===== src/sv/brsp_pkg.sv =====
// Shared types and constants for the base relocation stream parser.
`timescale 1ns / 1ps
`default_nettype none
package brsp_pkg;

	localparam logic [15:0] TYPE_MASK  = 16'hF000;
	localparam logic [15:0] OFFS_MASK  = 16'h0FFF;
	localparam int          TYPE_SHIFT = 12;

	// Entry types that produce a patch command.
	localparam logic [3:0] RTYPE_HIGH = 4'd1;
	localparam logic [3:0] RTYPE_LOW  = 4'd2;
	localparam logic [3:0] RTYPE_WORD = 4'd3;

	typedef enum logic [4:0] {
		PH_PAGE_LO = 5'b00001,
		PH_PAGE_HI = 5'b00010,
		PH_SIZE_LO = 5'b00100,
		PH_SIZE_HI = 5'b01000,
		PH_ENTRY   = 5'b10000
	} phase_t;

	typedef enum logic [2:0] {
		KIND_HIGH = 3'd0,
		KIND_LOW  = 3'd1,
		KIND_WORD = 3'd2,
		KIND_END  = 3'd3,
		KIND_BAD  = 3'd4
	} kind_t;

	typedef struct packed {
		kind_t       kind;
		logic [31:0] target_offset;
		logic [31:0] addend;
	} patch_t;

	typedef struct packed {
		logic   valid;
		patch_t patch;
	} result_t;

	typedef struct packed {
		logic   halted;
		phase_t phase;
	} parse_status_t;

endpackage
`default_nettype wire


===== src/sv/base_relocation_stream_parser.sv =====
// Top level of the base relocation stream parser.
// A word accepted into the input register is decoded into the output register, or
// into the skid stage while the output register is occupied. Throughput: one word
// per cycle while the skid stage is empty, limited by the phase update and offset add.
// Reset: arst_n clears the parser to expect a page address low half, empties all
// stages and sets load_delta to zero.
`timescale 1ns / 1ps
`default_nettype none
module base_relocation_stream_parser import brsp_pkg::*; (
	input  wire logic        clk,
	input  wire logic        arst_n,
	input  wire logic        in_valid,
	output logic             in_ready,
	input  wire logic [15:0] half,
	input  wire logic        first,
	output logic             out_valid,
	input  wire logic        out_ready,
	output logic [2:0]       kind,
	output logic [31:0]      target_offset,
	output logic [31:0]      addend,
	input  wire logic        load_delta_we,
	input  wire logic [31:0] load_delta_wdata
);

	// Configuration register; user must write it only while the parser is idle (unchecked).
	logic [31:0] load_delta_q;

	always_ff @(posedge clk or negedge arst_n) begin
		if (!arst_n) begin
			load_delta_q <= 32'd0;
		end else if (load_delta_we) begin
			load_delta_q <= load_delta_wdata;
		end
	end

	// Input register. A word held here is decoded as soon as the output side
	// has room for one more command, which is whenever the skid stage is empty.
	// Words that produce no command still wait for that room, which keeps the
	// rule simple and costs nothing in steady state.
	logic          v_s1;
	logic [15:0]   half_s1;
	logic          first_s1;
	logic          adv;
	logic          in_accept;
	logic          skid_full;
	result_t       res;
	parse_status_t status;
	patch_t        out_data;

	assign adv       = v_s1 && !skid_full;
	assign in_ready  = !v_s1 || adv;
	assign in_accept = in_valid && in_ready;

	always_ff @(posedge clk or negedge arst_n) begin
		if (!arst_n) begin
			v_s1 <= 1'b0;
		end else begin
			v_s1 <= in_accept || (v_s1 && !adv);
		end
	end

	always_ff @(posedge clk) begin
		if (in_accept) begin
			half_s1  <= half;
			first_s1 <= first;
		end
	end

	// Header and entry decode; the parser state advances once per decoded word.
	brsp_decode u_decode (
		.clk        (clk),
		.arst_n     (arst_n),
		.step       (adv),
		.half       (half_s1),
		.first      (first_s1),
		.load_delta (load_delta_q),
		.res        (res),
		.status     (status)
	);

	// The output register plus a skid stage let the input side keep moving
	// while a finished command waits for the consumer.
	brsp_out_buf u_out_buf (
		.clk       (clk),
		.arst_n    (arst_n),
		.push      (adv && res.valid),
		.push_data (res.patch),
		.out_ready (out_ready),
		.out_valid (out_valid),
		.out_data  (out_data),
		.skid_full (skid_full)
	);

	assign kind          = out_data.kind;
	assign target_offset = out_data.target_offset;
	assign addend        = out_data.addend;

	// A command is never pushed while the skid stage is still occupied.
	a_no_overflow: assert property (@(posedge clk) disable iff (!arst_n)
		(adv && res.valid) |-> !skid_full)
		else $error("command pushed into a full output buffer");

	// The skid stage only holds a command when the output register does too.
	a_skid_behind_main: assert property (@(posedge clk) disable iff (!arst_n)
		skid_full |-> out_valid)
		else $error("skid stage valid with empty output register");

	// A halted parser stays silent until a word marks a new directory.
	a_halted_silent: assert property (@(posedge clk) disable iff (!arst_n)
		(adv && status.halted && !first_s1) |-> !res.valid)
		else $error("command produced while halted");

	// End and malformed reports carry zero offset and addend.
	a_end_zero: assert property (@(posedge clk) disable iff (!arst_n)
		(out_valid && (kind == KIND_END || kind == KIND_BAD))
		|-> (target_offset == 32'd0 && addend == 32'd0))
		else $error("end or malformed report with nonzero payload");

endmodule
`default_nettype wire


===== src/sv/brsp_decode.sv =====
// Parser state and the per-word decode of the relocation directory.
`timescale 1ns / 1ps
`default_nettype none
module brsp_decode import brsp_pkg::*; (
	input  wire logic          clk,
	input  wire logic          arst_n,
	input  wire logic          step,
	input  wire logic [15:0]   half,
	input  wire logic          first,
	input  wire logic [31:0]   load_delta,
	output result_t            res,
	output parse_status_t      status
);

	phase_t      phase_q, phase_d, eff_phase;
	logic [31:0] page_q, page_d;
	logic [15:0] size_lo_q, size_lo_d;
	logic [30:0] left_q, left_d, eff_left, left_dec;
	logic        halted_q, halted_d, eff_halted;
	logic [31:0] size;
	logic [3:0]  rtype;
	logic [31:0] tgt;

	assign status.halted = halted_q;
	assign status.phase  = phase_q;

	always_comb begin
		eff_phase  = first ? PH_PAGE_LO : phase_q;
		eff_halted = first ? 1'b0 : halted_q;
		eff_left   = first ? 31'd0 : left_q;
		size       = {half, size_lo_q};
		rtype      = 4'((half & TYPE_MASK) >> TYPE_SHIFT);
		tgt        = page_q + {16'd0, half & OFFS_MASK};
		left_dec   = eff_left - 31'd1;

		phase_d    = eff_phase;
		page_d     = page_q;
		size_lo_d  = size_lo_q;
		left_d     = eff_left;
		halted_d   = eff_halted;
		res        = '0;
		res.patch.kind = KIND_HIGH;

		if (!eff_halted) begin
			unique case (eff_phase)
				PH_PAGE_HI: begin
					page_d  = {half, page_q[15:0]};
					phase_d = PH_SIZE_LO;
				end
				PH_SIZE_LO: begin
					size_lo_d = half;
					phase_d   = PH_SIZE_HI;
				end
				PH_SIZE_HI: begin
					if (size == 32'd0) begin
						halted_d       = 1'b1;
						phase_d        = PH_PAGE_LO;
						res.valid      = 1'b1;
						res.patch.kind = KIND_END;
					end else if (size[31:3] == 29'd0 || size[0]) begin
						halted_d       = 1'b1;
						phase_d        = PH_PAGE_LO;
						res.valid      = 1'b1;
						res.patch.kind = KIND_BAD;
					end else begin
						// (size - 8) / 2 for an even size of at least eight.
						left_d  = size[31:1] - 31'd4;
						phase_d = (left_d != 31'd0) ? PH_ENTRY : PH_PAGE_LO;
					end
				end
				PH_ENTRY: begin
					left_d = left_dec;
					if (left_dec == 31'd0) begin
						phase_d = PH_PAGE_LO;
					end
					res.patch.target_offset = tgt;
					if (rtype == RTYPE_HIGH) begin
						res.valid           = 1'b1;
						res.patch.kind      = KIND_HIGH;
						res.patch.addend    = {16'd0, load_delta[31:16]};
					end else if (rtype == RTYPE_LOW) begin
						res.valid           = 1'b1;
						res.patch.kind      = KIND_LOW;
						res.patch.addend    = {16'd0, load_delta[15:0]};
					end else if (rtype == RTYPE_WORD) begin
						res.valid           = 1'b1;
						res.patch.kind      = KIND_WORD;
						res.patch.addend    = load_delta;
					end else begin
						res.patch.target_offset = 32'd0;
					end
				end
				default: begin
					// Page low half, and any code that should never occur.
					page_d  = {16'd0, half};
					phase_d = PH_PAGE_HI;
				end
			endcase
		end
	end

	always_ff @(posedge clk or negedge arst_n) begin
		if (!arst_n) begin
			phase_q   <= PH_PAGE_LO;
			page_q    <= 32'd0;
			size_lo_q <= 16'd0;
			left_q    <= 31'd0;
			halted_q  <= 1'b0;
		end else if (step) begin
			phase_q   <= phase_d;
			page_q    <= page_d;
			size_lo_q <= size_lo_d;
			left_q    <= left_d;
			halted_q  <= halted_d;
		end
	end

endmodule
`default_nettype wire


===== src/sv/brsp_out_buf.sv =====
// Output register with a skid stage for patch commands.
`timescale 1ns / 1ps
`default_nettype none
module brsp_out_buf import brsp_pkg::*; (
	input  wire logic   clk,
	input  wire logic   arst_n,
	input  wire logic   push,
	input  patch_t      push_data,
	input  wire logic   out_ready,
	output logic        out_valid,
	output patch_t      out_data,
	output logic        skid_full
);

	logic   main_v_q, skid_v_q;
	patch_t main_q, skid_q;
	logic   pop;

	assign pop       = main_v_q && out_ready;
	assign out_valid = main_v_q;
	assign out_data  = main_q;
	assign skid_full = skid_v_q;

	always_ff @(posedge clk or negedge arst_n) begin
		if (!arst_n) begin
			main_v_q <= 1'b0;
			skid_v_q <= 1'b0;
		end else begin
			if (push && (!main_v_q || pop)) begin
				main_v_q <= 1'b1;
			end else if (push) begin
				skid_v_q <= 1'b1;
			end else if (pop) begin
				main_v_q <= skid_v_q;
				skid_v_q <= 1'b0;
			end
		end
	end

	// Payload registers carry no reset.
	always_ff @(posedge clk) begin
		if (push && (!main_v_q || pop)) begin
			main_q <= push_data;
		end else if (push) begin
			skid_q <= push_data;
		end else if (pop && skid_v_q) begin
			main_q <= skid_q;
		end
	end

endmodule
`default_nettype wire

===== config.mk =====
export PLATFORM = sky130hd
export DESIGN_NAME = base_relocation_stream_parser
export DESIGN_NICKNAME = d
export VERILOG_FILES = /design/src/sv/brsp_pkg.sv /design/src/sv/base_relocation_stream_parser.sv /design/src/sv/brsp_decode.sv /design/src/sv/brsp_out_buf.sv
export SDC_FILE = /design/constraint.sdc
export NUM_CORES = 1
export LEC_CHECK = 0
export BUFFER_PORTS_ARGS = -buffer_cell sky130_fd_sc_hd__buf_4
export CORE_MARGIN = 1.5
export CORE_UTILIZATION = 53
export DETAILED_ROUTE_END_ITERATION = 12
export GPL_ROUTABILITY_DRIVEN = 1
export GPL_TIMING_DRIVEN = 0
export PLACE_DENSITY = 0.72
export SETUP_SLACK_MARGIN = 0.3
export SLEW_MARGIN = 20
export SYNTH_ARGS = -nofsm -noshare
export SYNTH_HDL_FRONTEND = slang
export SYNTH_HIERARCHICAL = 1
export SYNTH_SLANG_ARGS = --single-unit

===== constraint.sdc =====
create_clock -name clk -period 12.7 [get_ports clk]
set_input_delay 0.635 -clock clk [delete_from_list [all_inputs] [get_ports clk]]
set_output_delay 0.635 -clock clk [all_outputs]
set_load 0.1 [all_outputs]

==> qor.csv <==
stage,metric,value,unit
finish,n_antenna_cell,0,
clock_tree,cts-root-buf,clkbuf_16,
synthesis,synth_nets,1291,
sta,finalHoldViolCount,0,
synthesis,syn_area,0.0143,mm^2
power,power_density,155,mW/mm^2
clock_tree,clockBufferDepth,3,
sta,finalSetupTns,0,ns
clock_tree,cts_inserted_buffers,29,
routing,drt-vias-per-instance,6.06,
worst_setup_path,critical_path_class,flop to flop,
worst_hold_path,hold_start,half[2],
global_routing,grt_pass1_wl,58.9,mm
worst_setup_path,critPathArrivalTime,5.83,ns
floorplanning,coreArea,0.0263,mm^2
worst_setup_path,r2r-start,first_s1$_DFFE_PP_,
outcome,status,"finished, final reports clean",
global_routing,grt_pass1_vias,10238,
sta,slew_headroom,34.1,%
sta,hold_slack,0.247,ns
placement,pre_cts_ws,7.25,ns
floorplanning,start_util,54.4,%
clock_tree,clock_latency,0.57,ns
clock_tree,path_clk_slew,0.07,ns
worst_setup_path,worstPathRequired,13.15,ns
finish,drive_above_1_share,26.0,%
floorplanning,die_w,167,um
run,drv_cap,0,
routing,wl,37.6,mm
sta,slew_viol_final,0,
sta,rsz0062_at_grt,false,
routing,wl_per_cell,21.7,um
finish,layout_commonest_cell,edfxtp_1,
floorplanning,dieHeight,167,um
finish,fin_nets,1449,
sta,post-route-worst-setup-slack,7.32,ns
placement,numPortBuffers,121,
clock_tree,cts.sinks,271,
worst_setup_path,cpMostUsedCell,clkbuf_1,
worst_setup_path,crit_path_max_incr_delay,0.61,ns
finish,utilization,63.6,%
worst_setup_path,crit_start,first_s1$_DFFE_PP_,
floorplanning,io_pins,123,
worst_setup_path,worst_path_max_delay_cell,buf_1,
routing,drt_iter0_markers,840,
placement,place_congestion,0.937,
sta,worst_slew_pin_slew,0.981,ns
worst_setup_path,path_cells,"buf_1, clkinv_1, clkbuf_1, clkbuf_1, nand2_1, ha_1, buf_4, or3b_2, nor4_4, a211o_2, o21ai_0, nor4_1, and4_1, a31oi_1, a211o_1",
global_routing,grt_max_degree,72,
placement,dp.final_hpwl,27.1,mm
finish,fillers,2095,
global_routing,gr-total-overflow,0,
routing,dr.pass1.iters,5,
finish,multi_input_area,0.00621,mm^2
finish,seqCellArea,0.00754,mm^2
clock_tree,post-cts-setup-buffer-count,0,
sta,finalSetupViolCount,0,
worst_setup_path,end_kind,flop,
clock_tree,htreeDepth,1,
power,leakagePower,6.38,nW
placement,dpl.cell_count,1681,
global_routing,antenna_found_initial,0,
synthesis,yosys_warnings,6,
floorplanning,dieArea,0.0280,mm^2
synthesis,syn_inst,1220,
sta,period_share,42.3,%
clock_tree,cts_resized,0,
worst_setup_path,critPathLaunchType,flop,
finish,area_growth,16.9,%
sta,fmax,186,MHz
routing,drc,0,
synthesis,synth_area_per_cell,11.7,um^2
sta,min_period,5.38,ns
global_routing,grtUsageTotal,26.9,%
sta,fin_skew,0.0146,ns
worst_hold_path,min_path_type,input port to flop,
finish,final_cells,1736,
routing,ant_nets,0,
routing,num_vias,10528,
clock_tree,cts_tree,done,
floorplanning,core.rowCount,59,
finish,final_cell_mix,"edfxtp_1, buf_4, dfrtp_1",
worst_setup_path,worst-path-max-fanout,10,
power,ir_worst_vdd,0.000130,V
[final timing paths]
check,to,slack (ns),cells after the start
hold reg to reg,u_decode/phase_q[0]$_DFFE_PN1P_,0.50,2
setup reg to reg,u_decode/phase_q[4]$_DFFE_PN0P_,7.32,15
min in group asynchronous,u_decode/left_q[8]$_DFFE_PN0P_,0.57,2
hold / removal,half_s1[2]$_DFFE_PP_,0.25,1
max in group asynchronous,u_decode/page_q[21]$_DFFE_PN0P_,11.41,3
setup / recovery,u_decode/phase_q[4]$_DFFE_PN0P_,7.32,15
[where the power goes]
| group | switching [W] | total [W] | internal (W) | leakage, nW |
|---|---|---|---|---|
| Combinational | 0.000423 | 0.000706 | 0.000283 | 3.36 |
| Sequential | 0.0000769 | 0.00108 | 0.00100 | 2.56 |
| Clock | 0.000351 | 0.000811 | 0.000460 | 0.449 |
| Total | 0.000850 | 0.00259 | 0.00174 | 6.38 |
[worst max-delay path: cells and delay by family (launching register included)]
kind	cells	cell delay, ns
AO/OA/AOI/OAI	4	0.76
adder cells (fa/ha/maj)	1	0.17
buffers and inverters	5	2.08
flip-flops	1	0.51
AND/OR/NAND/NOR	5	1.74
[flip-flops by register name, indices dropped and copies added, names as in the netlist]
register and cells:
v_s1 1, first_s1 1, u_out_buf/skid_full 1, u_decode/halted_q 1, u_out_buf/out_data 67, u_decode/size_lo_q 16, half_s1 16, u_decode/phase_q 5
load_delta_q 32, u_out_buf/skid_q 67, u_out_buf/out_valid 1, u_decode/left_q 31, u_decode/page_q 32
[repair_timing]
item / in CTS / in global routing
setup endpoints to repair: 0 / 0
hold buffers: 1 / 0
endpoints found under the hold margin: 29 / 0
[per-layer routing]
metal	wire [um]	vias to the layer above	GRT usage [%]	part of all wire [%]
met5	0	-	0	0
met2	17000	439	42.2	45
met3	2540	75	4.09	6.7
met4	1140	0	8.19	3.0
met1	17000	5141	38.8	45
li1	-	4873	-	-
[per-stage QoR]
step	cell area [um^2]	power, W
final	16700	0.00259
after global routing	16700	0.00272
after CTS	16700	0.00259
after detailed placement	15800	0.00178
after global placement	15600	0.00177
after floorplan	14300	0.00157
[area by class of cell]
class                      count  area share, %
sequential                   271           45.1
multi-input combinational    853           37.1
timing repair buffer         127           6.32
clock buffer                  40           4.77
buffer                        79           3.16
tap                          335           2.51
clock inverter                14          0.673
inverter                      17          0.382
(Power assumes the default switching activity.)
